[config.mk]
export PLATFORM = sky130hd
export DESIGN_NAME = acbs_cmd_fifo
export DESIGN_NICKNAME = d
export VERILOG_FILES = /design/src/rtl/core/acbs_pkg.sv /design/src/rtl/core/acbs_cmd_fifo.sv
export SDC_FILE = /design/constraint.sdc
export NUM_CORES = 1
export LEC_CHECK = 0
export BUFFER_PORTS_ARGS = -buffer_cell sky130_fd_sc_hd__buf_2
export CAP_MARGIN = 0
export CORE_UTILIZATION = 47
export CTS_CLUSTER_SIZE = 20
export DETAILED_ROUTE_END_ITERATION = 7
export GPL_TIMING_DRIVEN = 0
export PLACE_DENSITY = 0.84
export SYNTH_ARGS = -nofsm -noshare
export SYNTH_HDL_FRONTEND = slang
export SYNTH_SLANG_ARGS = --single-unit
[constraint.sdc]
create_clock -name clock -period 2.45 [get_ports clock]
set_input_delay 0.49 -clock clock [delete_from_list [all_inputs] [get_ports clock]]
set_output_delay 0.49 -clock clock [all_outputs]
set_load 0.01 [all_outputs]
[src/rtl/core/acbs_pkg.sv]
package acbs_pkg;

   localparam int ACBS_MAX_STATES = 1024;
   localparam int ACBS_ALPHABET_SIZE = 256;
   localparam int ACBS_MAX_PATTERNS = 32;

   localparam int STATE_W = 10;
   localparam int BYTE_W = 8;
   localparam int MASK_FIELD_W = 32;
   localparam int OP_W = 2;
   localparam int QUEUE_DEPTH = 2;

   localparam logic [OP_W-1:0] OP_SCAN = 2'd0;
   localparam logic [OP_W-1:0] OP_GOTO = 2'd1;
   localparam logic [OP_W-1:0] OP_FAIL = 2'd2;
   localparam logic [OP_W-1:0] OP_MASK = 2'd3;

   localparam int KIND_W = 3;
   localparam logic [KIND_W-1:0] CMD_SCAN = 3'd0;
   localparam logic [KIND_W-1:0] CMD_ROOT = 3'd1;
   localparam logic [KIND_W-1:0] CMD_GOTO = 3'd2;
   localparam logic [KIND_W-1:0] CMD_FAIL = 3'd3;
   localparam logic [KIND_W-1:0] CMD_MASK = 3'd4;

   // ch carries the scanned byte or the goto entry byte
   typedef struct packed {
      logic [KIND_W-1:0]       kind;
      logic [BYTE_W-1:0]       ch;
      logic                    pend;
      logic [STATE_W-1:0]      st;
      logic                    def;
      logic [STATE_W-1:0]      val;
      logic [MASK_FIELD_W-1:0] mask;
   } cmd_type;

endpackage

[src/rtl/core/acbs_cmd_fifo.sv]
module acbs_cmd_fifo
   import acbs_pkg::*;
(
   input  logic    clock,
   input  logic    reset,
   input  logic    push_valid,
   input  cmd_type push_cmd,
   output logic    full,
   output logic    pop_valid,
   output cmd_type pop_cmd,
   input  logic    pop
);

   localparam int PTR_W = (QUEUE_DEPTH > 1) ? $clog2(QUEUE_DEPTH) : 1;
   localparam int CNT_W = $clog2(QUEUE_DEPTH + 1);

   cmd_type            slot_ff [QUEUE_DEPTH];
   logic [PTR_W-1:0]   wr_ptr_ff, wr_ptr_in;
   logic [PTR_W-1:0]   rd_ptr_ff, rd_ptr_in;
   logic [CNT_W-1:0]   count_ff, count_in;
   logic               do_push, do_pop;

   assign full = count_ff == CNT_W'(QUEUE_DEPTH);
   assign pop_valid = count_ff != '0;
   assign pop_cmd = slot_ff[rd_ptr_ff];
   assign do_push = push_valid && !full;
   assign do_pop = pop && pop_valid;

   always_comb begin
      wr_ptr_in = wr_ptr_ff;
      rd_ptr_in = rd_ptr_ff;
      if (do_push) begin
         wr_ptr_in = (32'(wr_ptr_ff) == QUEUE_DEPTH - 1) ? '0 : wr_ptr_ff + PTR_W'(1);
      end
      if (do_pop) begin
         rd_ptr_in = (32'(rd_ptr_ff) == QUEUE_DEPTH - 1) ? '0 : rd_ptr_ff + PTR_W'(1);
      end
      count_in = count_ff + CNT_W'(do_push) - CNT_W'(do_pop);
   end

   always_ff @(posedge clock) begin
      if (reset) begin
         wr_ptr_ff <= '0;
         rd_ptr_ff <= '0;
         count_ff <= '0;
      end else begin
         wr_ptr_ff <= wr_ptr_in;
         rd_ptr_ff <= rd_ptr_in;
         count_ff <= count_in;
      end
   end

   always_ff @(posedge clock) begin
      if (do_push) begin
         slot_ff[wr_ptr_ff] <= push_cmd;
      end
   end

   a_count_bound: assert property (@(posedge clock) disable iff (reset)
      32'(count_ff) <= QUEUE_DEPTH)
      else $error("command queue over capacity");
   a_pop_moves_ptr: assert property (@(posedge clock) disable iff (reset)
      (do_pop && !do_push) |=> (count_ff == $past(count_ff) - CNT_W'(1)))
      else $error("command queue count lost a pop");
   a_full_blocks: assert property (@(posedge clock) disable iff (reset)
      (full && !do_pop) |=> (wr_ptr_ff == $past(wr_ptr_ff)))
      else $error("command queue written while full");

endmodule

### Word-level counts from Yosys, hierarchy flattened

Memories as Yosys holds them, arrays and structs flattened. A register that Yosys moved wholly into a read port is not among the register bits.
Cells that the tools add are included.

* $add $sub $neg: 4
* eq/ne operators: 1
* muxes and demuxes: 6
* reduce and logical (&&, ||, !) cells: 4

Operators by type and width (number)
* $mux W1: 6
* $add A1 B1 Y1 const B: 2
* $add A2 B1 Y2: 1
* $eq A2 B2 Y1 const B: 1
* $logic_and A1 B1 Y1: 2
* $reduce_bool A2 Y1: 1
* $sub A2 B1 Y2: 1
* $logic_not A1 Y1: 1

* bits in registers: 4
* bits in writable memories: 130
* bits of input ports: 69
* output and inout port bits: 67
* logic and storage cells: 19
* memories kept: 1

Memory list
* slot_ff: depth 2, width 65, read ports 1, clocked after memory_dff 1, write ports 1, line acbs_cmd_fifo.sv:17 `cmd_type slot_ff [QUEUE_DEPTH];`

### Longest topological paths before layout

* word-level depth: 5
* gate-level depth with buffers: 8
* gate-level depth less buffers: 8

### Worst setup path after synthesis

OpenSTA, ideal clock, no wires.

* path kind: input port to flip-flop
* from: input push_valid
* to: memory slot_ff[0][0] (netlist name) (enable)
* arrival time: 2154 ps
* data required time: 2031 ps
* setup slack: -123 ps
* stages: 3
* path buffers: 0
* cells stage by stage: inv_1 or3_1 inv_1

* word-level cells in the longest chain between the ends: 3

RTL lines
* start: declaration: line acbs_cmd_fifo.sv:6 `input logic push_valid,`
* $logic_and A1 B1 Y1: line acbs_cmd_fifo.sv:26 `assign do_push = push_valid && !full;`
* $mux W1: line acbs_cmd_fifo.sv:54 `if (do_push) begin`
* $mux W1 (implied by the code): line acbs_cmd_fifo.sv:55 `slot_ff[wr_ptr_ff] <= push_cmd;`
* end: declaration: line acbs_cmd_fifo.sv:17

Every way passes these cells.

==> metrics.md <==
| Metric | Value |
|---|---|
| First-pass GRT wire length | `12770 um` |
| Worst Path Arrival | `1.72 ns` |
| Via density | `just under 5` |
| Post-CTS Setup Inserts | `0` |
| Worst slew pin tran | `about 0.94 ns` |
| Post-synth EDFFs | `130` |
| Nets | `455` |
| Startpoint types | `register` |
| Seq pwr share | `41.9%` |
| Post-synthesis sequential area ratio | `approximately four fifths` |
| Design area | `approximately 6400 um^2` |
| CTS tree | `yes` |
| Fmax | `roughly 0.45 GHz` |
| Antenna violations before repair | `0` |
| Fin crit share | `approximately nine tenths` |
| Sink Count | `roughly 140` |
| Site row count | `37` |
| Pint | `roughly 5.4 mW` |
| Layout area overhead | `29.80%` |
| Net Sw Frac | `between 20% and 30%` |
| Hold buffers post-CTS | `0` |
| Power share of the clock group | `34.5%` |
| Pin count of the biggest net entering global routing | `66` |
| 1st-iter DRT viols | `93` |
| All-Layer GR Usage | `16.04%` |
| Core ar. | `a little over 10000 um^2` |
| Critical-path maximum fanout | `10` |
| Most common cell after layout, fill and taps aside | `buf_2` |
| Number of library cell types mapped by synthesis | `23` |
| Worst-skew pair later-pin latency | `~0.51 ns` |
| Final wirelength | `8293 um` |
| Yosys warns | `0` |
| Initial core utilization | `about 48%` |
| Crit. End Element | `output port` |
| Number of global-route vias before repair | `2617` |
| Post-synth design cell area | `between 4000 and 5000 um^2` |
| Avg Cell Area, Syn | `between 20 and 25 um^2` |
| Tmin final | `approximately 2.2 ns` |
| Hold Vio Cnt, Final | `0` |
| Post-synth ARST share | `0%` |
| Slew margin rel. | `between 30 and 40%` |
| Pwr dens | `between 1000 and 1500 nW/um^2` |
| Die width | `about 100 um` |
| Required time of the critical path | `roughly 2 ns` |
| Hold Crit Class | `primary input to register` |
| # IOs | `between 100 and 150` |
| Commonest cells after routing, fill and taps aside | `buf_2 (136), edfxtp_1 (130), mux2_2 (65)` |
| Grt total ovfl | `0` |
| R2R setup slack | `approximately 0.35 ns` |
| Slowest library cell on the worst path | `mux2_2` |
| Total CTS buffers | `17` |
| Setup WS pre-CTS | `approximately 0.20 ns` |
| Outcome | `finished clean` |
| Layout Cells excl Fill | `between 500 and 600` |
| DRC Markers | `0` |
| Vias | `about 2600` |
| Setup Skew | `0.004848 ns` |
| Placed instance area | `5814 um^2` |
| Die area | `around 11000 um^2` |
| Clk Tree Root Cell | `clkbuf_8` |
| Leakage power | `2.434 nW` |
| Die Y | `about 100 um` |
| Dpl hpwl | `roughly 5500 um` |
| Post-CTS Resized | `0` |
| # setup viols final | `0` |
| #FFs+latches synth | `about 140` |
| H-Tree Depth | `4` |
| Crit path max-delay family | `buffers and inverters` |
| Final Core Density | `a little over three fifths` |
| Setup Crit Path Kind | `register to output port` |
| Avg WL per Cell | `15.56 um` |
| Drt pass-1 iters | `4` |
| Largest stage delay, worst path | `about 0.35 ns` |
| Detail Route Antenna Nets | `0` |
| Dpl cells | `approximately 500` |
| CP Cell Sequence | `buf_4 > buf_6 > mux2_2 > buf_2` |
| RSZ-0062 raised after global routing | `no` |
| Predominant post-synthesis flop cell | `edfxtp_1` |
| RePlAce Congestion | `between 0.6 and 0.7` |
| Final WS setup | `between 0.2 and 0.25 ns` |
| Clk slew on worst S/H paths | `around 0.060 ns` |
| Sw power | `approximately 1.8 mW` |
| Cells after synthesis | `around 230` |
| Max-cap violations | `0` |
| Buffers on Ports | `between 100 and 150` |
| Antenna diodes | `0` |
| Slew Limit Fails | `0` |
| Buf/Inv on CP | `3` |
| VDD IR max | `626.1 uV` |
| Deepest clock path buffer count | `2` |
| Share of cells above drive strength 1 | `60.96%` |
| Comb pwr share | `between 20% and 30%` |
| Hold WS | `0.1700 ns` |
| Syn Nets | `300` |
[Yosys cell counts, types with 2 or more instances]
| master | n | area share, % |
|---|---|---|
| mux2_2 | 65 | 15 |
| inv_1 | 3 | 0.23 |
| dfxtp_1 | 5 | 2.0 |
| ha_1 | 2 | 0.51 |
| edfxtp_1 | 130 | 79 |
| nor2_1 | 3 | 0.23 |
| buf_6 | 5 | 1.1 |
[worst paths after layout]
kind	start	end	cells after the start
worst max-delay path	register	pop_cmd[32]	4
worst min-delay path	push_cmd[5]	slot_ff[1][5]$_DFFE_PP_	1
worst max register to register	count_ff[0]$_SDFF_PP0_	slot_ff[0][41]$_DFFE_PP_	5
worst min register to register	wr_ptr_ff$_SDFFE_PP0P_	wr_ptr_ff$_SDFFE_PP0P_	2
[registers in the layout (all words and copies together), names as in the netlist, named ones only]
signal	flops
rd_ptr_ff	1
count_ff	2
slot_ff	130
wr_ptr_ff	1
[cell type report]
class	instances	area, um^2
inverters	4	18.77
well taps	136	170.2
repair buffers	136	695.7
fillers	775	3864
clock inverters	15	185.2
clock buffers	17	414.1
flip-flops and latches	135	4004
plain buffers	7	68.82
multi-input cells	83	857.1
[per-stage QoR]
stage,TNS (ns),power [mW]
6_report,0,7.256
3_3_place_gp,-12.16,4.753
3_5_place_dp,0,4.826
4_1_cts,0,7.359
2_1_floorplan,0,4.172
5_1_grt,0,7.590
[kinds of logic after synthesis]
family | count (synthesis) | synth area share (%)
mux | 65 | 14.81
compound gates | 3 | 0.3544
flops | 135 | 81.03
buf+inv | 11 | 1.696
simple gates | 11 | 1.241
fa+ha+maj | 2 | 0.5064
xor+xnor | 2 | 0.3546
[layer usage]
| metal | track usage (%) | part of all wire, % | vias to the layer above |
|---|---|---|---|
| li1 | - | - | 1215 |
| met1 | 17.30 | 39 | 1255 |
| met2 | 27.72 | 54 | 93 |
| met3 | 6.363 | 6.1 | 12 |
| met4 | 7.143 | 1.1 | 0 |
| met5 | 0 | 0 | - |
[worst register-to-register path: cells and delay by family (launching register included)]
kind,cells,cell delay (ns)
buffers and inverters,3,0.86
flip-flops,1,0.37
AND/OR/NAND/NOR,2,0.53
[power by group through the flow]
stage          registers, mW  clock network (mW)  logic (mW)
2_1_floorplan           3.05                   0        1.12
3_3_place_gp            3.07                   0        1.68
3_5_place_dp            3.09                   0        1.74
4_1_cts                 3.04                2.57        1.75
5_1_grt                 3.07                2.67        1.85
6_report                3.04                2.51        1.71
Note: power is estimated with default switching activity, not from simulation.
