## src/rtl/core/acbs_pkg.sv

```systemverilog
package acbs_pkg;

   localparam int ACBS_MAX_STATES = 1024;
   localparam int ACBS_ALPHABET_SIZE = 256;
   localparam int ACBS_MAX_PATTERNS = 32;

   localparam int STATE_W = 10;
   localparam int BYTE_W = 8;
   localparam int MASK_FIELD_W = 32;
   localparam int OP_W = 2;
   localparam int QUEUE_DEPTH = 2;

   localparam logic [OP_W-1:0] OP_SCAN = 2'd0;
   localparam logic [OP_W-1:0] OP_GOTO = 2'd1;
   localparam logic [OP_W-1:0] OP_FAIL = 2'd2;
   localparam logic [OP_W-1:0] OP_MASK = 2'd3;

   localparam int KIND_W = 3;
   localparam logic [KIND_W-1:0] CMD_SCAN = 3'd0;
   localparam logic [KIND_W-1:0] CMD_ROOT = 3'd1;
   localparam logic [KIND_W-1:0] CMD_GOTO = 3'd2;
   localparam logic [KIND_W-1:0] CMD_FAIL = 3'd3;
   localparam logic [KIND_W-1:0] CMD_MASK = 3'd4;

   // ch carries the scanned byte or the goto entry byte
   typedef struct packed {
      logic [KIND_W-1:0]       kind;
      logic [BYTE_W-1:0]       ch;
      logic                    pend;
      logic [STATE_W-1:0]      st;
      logic                    def;
      logic [STATE_W-1:0]      val;
      logic [MASK_FIELD_W-1:0] mask;
   } cmd_type;

endpackage

```

## src/rtl/core/acbs_if.sv

```systemverilog
interface acbs_req_if;
   import acbs_pkg::*;
   logic                    valid;
   logic                    ready;
   logic [OP_W-1:0]         op;
   logic [BYTE_W-1:0]       payload_byte;
   logic                    packet_end;
   logic [STATE_W-1:0]      entry_state;
   logic [BYTE_W-1:0]       entry_char;
   logic                    entry_defined;
   logic [STATE_W-1:0]      entry_value;
   logic [MASK_FIELD_W-1:0] entry_mask;

   modport source (
      output valid, op, payload_byte, packet_end, entry_state, entry_char,
             entry_defined, entry_value, entry_mask,
      input  ready
   );
   modport sink (
      input  valid, op, payload_byte, packet_end, entry_state, entry_char,
             entry_defined, entry_value, entry_mask,
      output ready
   );
endinterface


```

## src/rtl/core/acbs_front.sv

```systemverilog
module acbs_front
   import acbs_pkg::*;
#(
   parameter int MAX_STATES = ACBS_MAX_STATES,
   parameter int ALPHABET_SIZE = ACBS_ALPHABET_SIZE
) (
   input  logic        clock,
   input  logic        reset,
   acbs_req_if.sink    req,
   output logic        cmd_valid,
   output cmd_type     cmd,
   input  logic        cmd_full
);

   logic    cmd_valid_ff, cmd_valid_in;
   cmd_type cmd_ff, cmd_in;
   logic    accept, push, keep;
   logic    st_ok, val_ok, ch_ok, byte_ok;

   assign push = cmd_valid_ff && !cmd_full;
   assign req.ready = !cmd_valid_ff || !cmd_full;
   assign accept = req.valid && req.ready;

   assign st_ok = 32'(req.entry_state) < 32'(MAX_STATES);
   assign val_ok = 32'(req.entry_value) < 32'(MAX_STATES);
   assign ch_ok = 32'(req.entry_char) < 32'(ALPHABET_SIZE);
   assign byte_ok = 32'(req.payload_byte) < 32'(ALPHABET_SIZE);

   // classify, clamp out-of-range targets to the root, drop ignored writes
   always_comb begin
      cmd_in = cmd_ff;
      keep = 1'b0;
      if (accept) begin
         cmd_in.pend = req.packet_end;
         cmd_in.st = req.entry_state;
         cmd_in.def = req.entry_defined;
         cmd_in.val = val_ok ? req.entry_value : '0;
         cmd_in.mask = req.entry_mask;
         cmd_in.ch = req.entry_char;
         cmd_in.kind = CMD_SCAN;
         case (req.op)
            OP_SCAN: begin
               cmd_in.ch = req.payload_byte;
               cmd_in.kind = byte_ok ? CMD_SCAN : CMD_ROOT;
               keep = 1'b1;
            end
            OP_GOTO: begin
               cmd_in.kind = CMD_GOTO;
               keep = st_ok && ch_ok;
            end
            OP_FAIL: begin
               cmd_in.kind = CMD_FAIL;
               keep = st_ok;
            end
            OP_MASK: begin
               cmd_in.kind = CMD_MASK;
               keep = st_ok;
            end
            default: begin
               keep = 1'b0;
            end
         endcase
      end
   end

   assign cmd_valid_in = accept ? keep : (cmd_valid_ff && !push);

   always_ff @(posedge clock) begin
      if (reset) begin
         cmd_valid_ff <= 1'b0;
      end else begin
         cmd_valid_ff <= cmd_valid_in;
      end
   end

   always_ff @(posedge clock) begin
      cmd_ff <= cmd_in;
   end

   assign cmd_valid = cmd_valid_ff;
   assign cmd = cmd_ff;

endmodule

```

## src/flat_wrapper.sv

```systemverilog
// flat-port wrapper written by rule: the top's interface ports become plain ports
module acbs_front_flat import acbs_pkg::*;
#(
   parameter int MAX_STATES = ACBS_MAX_STATES,
   parameter int ALPHABET_SIZE = ACBS_ALPHABET_SIZE
)
  (clock, reset, cmd_valid, cmd, cmd_full, req_valid, req_op, req_payload_byte, req_packet_end, req_entry_state, req_entry_char, req_entry_defined, req_entry_value, req_entry_mask, req_ready);
  acbs_req_if req_i ();
  input  logic clock;
  input  logic reset;
  output logic cmd_valid;
  output cmd_type cmd;
  input  logic cmd_full;
  input wire logic [$bits(req_i.valid)-1:0] req_valid;
  input wire logic [$bits(req_i.op)-1:0] req_op;
  input wire logic [$bits(req_i.payload_byte)-1:0] req_payload_byte;
  input wire logic [$bits(req_i.packet_end)-1:0] req_packet_end;
  input wire logic [$bits(req_i.entry_state)-1:0] req_entry_state;
  input wire logic [$bits(req_i.entry_char)-1:0] req_entry_char;
  input wire logic [$bits(req_i.entry_defined)-1:0] req_entry_defined;
  input wire logic [$bits(req_i.entry_value)-1:0] req_entry_value;
  input wire logic [$bits(req_i.entry_mask)-1:0] req_entry_mask;
  output wire logic [$bits(req_i.ready)-1:0] req_ready;
  assign req_i.valid = req_valid;
  assign req_i.op = req_op;
  assign req_i.payload_byte = req_payload_byte;
  assign req_i.packet_end = req_packet_end;
  assign req_i.entry_state = req_entry_state;
  assign req_i.entry_char = req_entry_char;
  assign req_i.entry_defined = req_entry_defined;
  assign req_i.entry_value = req_entry_value;
  assign req_i.entry_mask = req_entry_mask;
  assign req_ready = req_i.ready;
  acbs_front #(.MAX_STATES(MAX_STATES), .ALPHABET_SIZE(ALPHABET_SIZE)) u_core (.clock(clock), .reset(reset), .req(req_i), .cmd_valid(cmd_valid), .cmd(cmd), .cmd_full(cmd_full));
endmodule
```

## config.mk

```make
export PLATFORM = sky130hd
export DESIGN_NAME = acbs_front_flat
export DESIGN_NICKNAME = d
export VERILOG_FILES = /design/src/rtl/core/acbs_pkg.sv /design/src/rtl/core/acbs_if.sv /design/src/rtl/core/acbs_front.sv /design/src/flat_wrapper.sv
export SDC_FILE = /design/constraint.sdc
export NUM_CORES = 1
export LEC_CHECK = 0
export BUFFER_PORTS_ARGS = -buffer_cell sky130_fd_sc_hd__buf_2
export CORE_MARGIN = 8
export CORE_UTILIZATION = 25
export CTS_BUF_LIST = sky130_fd_sc_hd__clkbuf_2 sky130_fd_sc_hd__clkbuf_4 sky130_fd_sc_hd__clkbuf_8
export CTS_CLUSTER_SIZE = 14
export DETAILED_ROUTE_END_ITERATION = 10
export PLACE_DENSITY = 0.58
export SYNTH_ARGS = -nofsm -noshare
export SYNTH_HDL_FRONTEND = slang
export SYNTH_SLANG_ARGS = --single-unit
```

## constraint.sdc

```tcl
create_clock -name clock -period 2.61 [get_ports clock]
set_clock_uncertainty 0.2 [all_clocks]
set_input_delay 0.261 -clock clock [delete_from_list [all_inputs] [get_ports clock]]
set_output_delay 0.261 -clock clock [all_outputs]
set_load 0.01 [all_outputs]
```

Yosys cells after proc, flatten, opt, wreduce, memory -nomap -nowiden. Cells that the tools add are included.

Eq/ne operators: 3. Multiplexer cells: 4. Reduce and logical (&&, ||, !) cells: 9.

Operator list (count): $pmux 3 s4 (1); $mux 8 (1); $eq 2x2->1 const B (2); $reduce_or 4->1 (1); $logic_and 1x1->1 (3); $logic_not 1->1 (3); $eq 2x1->1 const B (1); $logic_not 2->1 (1); $mux 1 (2); $logic_or 1x1->1 (1).

Flip-flop bits (word level): 66. Input port bits: 76. Output and inout bits: 67. Logic and storage cells: 24.

Longest topological paths before layout.
Depth after elaboration: 5. Mapped depth: 4. Mapped depth without buffers: 3.

Worst setup path before layout. Ideal clock, no wire load.

Kind: register -> register. From: register u_core.cmd_valid_ff, in the netlist u_core.cmd_valid. To: register u_core.cmd_ff (netlist bit u_core.cmd[0]), enable pin. Setup time: 0.430 ns. Data arrival time: 2.030 ns. Data required time: 1.980 ns. Setup slack: -0.050 ns. Cell stages (with the launch flop): 3. Path buffers: 0. Period minus slack after synthesis: 2.660 ns. Path through: dfxtp_1 > nand2_1 > and2_1.

Word-level cells in the longest chain between the ends: 3.

RTL lines: from (decl) (RTL line acbs_front.sv:15) `logic cmd_valid_ff, cmd_valid_in;`; from (signal assigned) (RTL line acbs_front.sv:72) `cmd_valid_ff <= cmd_valid_in;`; $logic_not 1->1 (RTL line acbs_front.sv:21) `assign req.ready = !cmd_valid_ff || !cmd_full;`; $logic_or 1x1->1 (RTL line acbs_front.sv:21); via req_ready (RTL line flat_wrapper.sv:23) `output wire logic [$bits(req_i.ready)-1:0] req_ready;`; $logic_and 1x1->1 (RTL line acbs_front.sv:22) `assign accept = req.valid && req.ready;`; via u_core.accept (RTL line acbs_front.sv:17) `logic accept, push, keep;`; to (signal assigned) (RTL line acbs_front.sv:77) `cmd_ff <= cmd_in;`; to (decl) (RTL line acbs_front.sv:16) `cmd_type cmd_ff, cmd_in;`.

The timed path passes the listed nets, and every way through them passes these cells. A chain may end at the register's enable or synchronous reset.

Worst setup path in the final report.
From: input req_op[0]. To: register u_core.cmd_ff (netlist bit u_core.cmd[58]) (data pin).

Word-level cells in the longest chain between the ends: 2.

RTL lines: from (decl) (RTL line flat_wrapper.sv:15) `input wire logic [$bits(req_i.op)-1:0] req_op;`; $logic_not 2->1 (RTL line acbs_front.sv:41) `case (req.op)`; $mux 8 (RTL line acbs_front.sv:41).

Every way passes these cells.

==> reports/metrics.csv <==
stage;metric;value;unit
synth;syn_nets;163;
clock_network;cts-root-buf;clkbuf_8;
die;core;0.00855;mm^2
finish;antenna_cells;0;
die;rows;34;
drt;drtAntennaViolNets;0;
timing;max_freq;523;MHz
setup_path;crit_chain;buf_2 > inv_1 > ha_1 > mux2_4 > dlygate4sd3_1;
synth;synth_area;0.00217;mm^2
timing;slew_viol_final;0;
setup_path;cpPeakStageDelay;550;ps
timing;finalCritPeriodShare;0.732;
synth;yosys.cell_types.count;10;
clock_network;postCtsSetupRepairBufs;0;
synth;ys_ff_latch;66;
setup_path;cp_data_arrival_time;1800;ps
clock_network;ctsResizeCount;0;
pwr;p_leak;1.65;nW
timing;rsz0062_at_grt;no;
setup_path;cp_slowest_cell;dlygate4sd3_1;
clock_network;clkTransAtPathRegs;70;ps
global_routing;grt.total_usage;0.106;
clock_network;clockBufferDepth;2;
timing;finalSetupViolCount;0;
die;die_x;109;um
die;start_util;0.253;
die;io_pins;143;
clock_network;clk_latency;330;ps
setup_path;crit_path_start_kind;input port;
timing;slew_headroom;0.668;
global_routing;first_global_vias;1897;
global_routing;grt_overflow;0;
synth;ys_seq_area_frac;0.910;
drt;wl_per_cell;15.1;um
drt;remaining_drc_errors;0;
placement;place_congestion;0.646;
setup_path;cp_data_required_time;2500;ps
drt;first_pass_iters;4;
drt;wl;6.22;mm
clock_network;cts_made_buffers;9;
drt;vias;1583;
die;die-area;0.0119;mm^2
status;status;finished, final reports clean;
timing;tightest_slew;498;ps
drt;drt_iter0_drc;59;
placement;dpl.hpwl;4.38;mm
finish;final_net_count;377;
setup_path;crit_start;req_op[0];
timing;min_period;1910;ps
clock_network;h-tree-depth;3;
run;max_cap_viol_count;0;
die;die_y;109;um
pwr;p_total;2.26;mW
global_routing;antenna_found_initial;0;
drt;via_per_inst;3.85;
clock_network;cts_sinks;66;
finish;layout_commonest_cell;buf_2;
setup_path;r2r-start;u_core.cmd_valid;
setup_path;crit_type;in -> reg;
synth;ys_warn_count;0;
timing;fin_setup_tns;0;ps
pwr;power_density;596;mW/mm^2
finish;drive_above_1_share;0.548;
synth;avgSynthCellArea;25.8;um^2
placement;io_buffers;142;
timing;hold_viol_final;0;
worst_hold_path;worstHoldPathType;in -> reg;
finish;area_growth;75.3;%
setup_path;critPathMaxFanout;8;
global_routing;grt_max_degree;66;
pwr;ir_drop;0.000270;V
global_routing;grt_pass1_wl;9.49;mm
worst_hold_path;min-delay-start;req_entry_char[0];
setup_path;crit_path_end_kind;flop;
finish;mostFrequentLayoutCells;buf_2 (142), edfxtp_1 (65), dlygate4sd3_1 (61);
clock_network;cts_tree;built;
synth;synthCells;84;
## what timing repair did
item / 4_1_cts / 5_1_grt
setup endpoints to repair: 0 / 0
hold buffers: 61 / 0
endpoints found under the hold margin: 58 / 0
## cell usage after synthesis
master    instances  share of area
mux2_4            8          0.055
edfxtp_1         65           0.90
nor2_1            1         0.0017
dfxtp_1           1         0.0092
nand2_1           1         0.0017
buf_6             1         0.0052
a21oi_1           1         0.0023
and2_1            1         0.0029
ha_1              3          0.017
inv_1             2         0.0035
## power breakdown
part / switching, mW / total [mW] / internal [mW]
clock: 0.377 / 0.724 / 0.347
combinational: 0.122 / 0.282 / 0.160
sequential: 0.0155 / 1.26 / 1.24
## flip-flops by register name, summed over array words and instances, names as in the netlist
signal	flops
u_core.cmd	65
u_core.cmd_valid	1
## metrics by stage
step                hold slack (ps)  worst slack, ps   util  instance area (um^2)  std cells
floorplan                       133              661      -                  2170         84
global placement                220              905  0.354                  3020        334
detailed placement              233              878  0.354                  3020        334
CTS                            2.29              722  0.444                  3800        411
global route                   3.49              633  0.444                  3800        411
finish                         26.2              698  0.444                  3800        411
## area by class of cell
class	count	area, um^2
Clock buffer	10	131
Clock inverter	6	33.8
Fill cell	762	4750
Inverter	2	7.51
Multi-Input combinational cell	15	178
Sequential cell	66	1970
Tap cell	108	135
Timing Repair Buffer	204	1340
## worst max-delay path, delay by kind of cell
family / cells / cell delay, ps
adder cells (fa/ha/maj): 1 / 470
buffers and inverters: 3 / 730
multiplexers: 1 / 340
## kinds of logic after synthesis
group / share of synthesized area
and+or+nand+nor: 0.00635
adders and majority gates: 0.0173
DFF: 0.910
muxes: 0.0554
AOI/OAI and AO/OA: 0.00231
buffers and inverters: 0.00866
## final timing paths
path | endpoint | slack [ps] | cells after the start
hold reg to reg | u_core.cmd[18] | 830 | 3
setup / recovery | u_core.cmd[58] | 700 | 5
setup reg to reg | u_core.cmd[29] | 1140 | 3
hold / removal | u_core.cmd[54] | 30 | 2
## layer usage
| metal | global-route usage | wire (um) |
|---|---|---|
| met2 | 0.164 | 2950 |
| met1 | 0.107 | 2180 |
| met3 | 0.0697 | 974 |
| met5 | 0 | 0 |
| met4 | 0.0587 | 116 |
(Power assumes the default switching activity.)
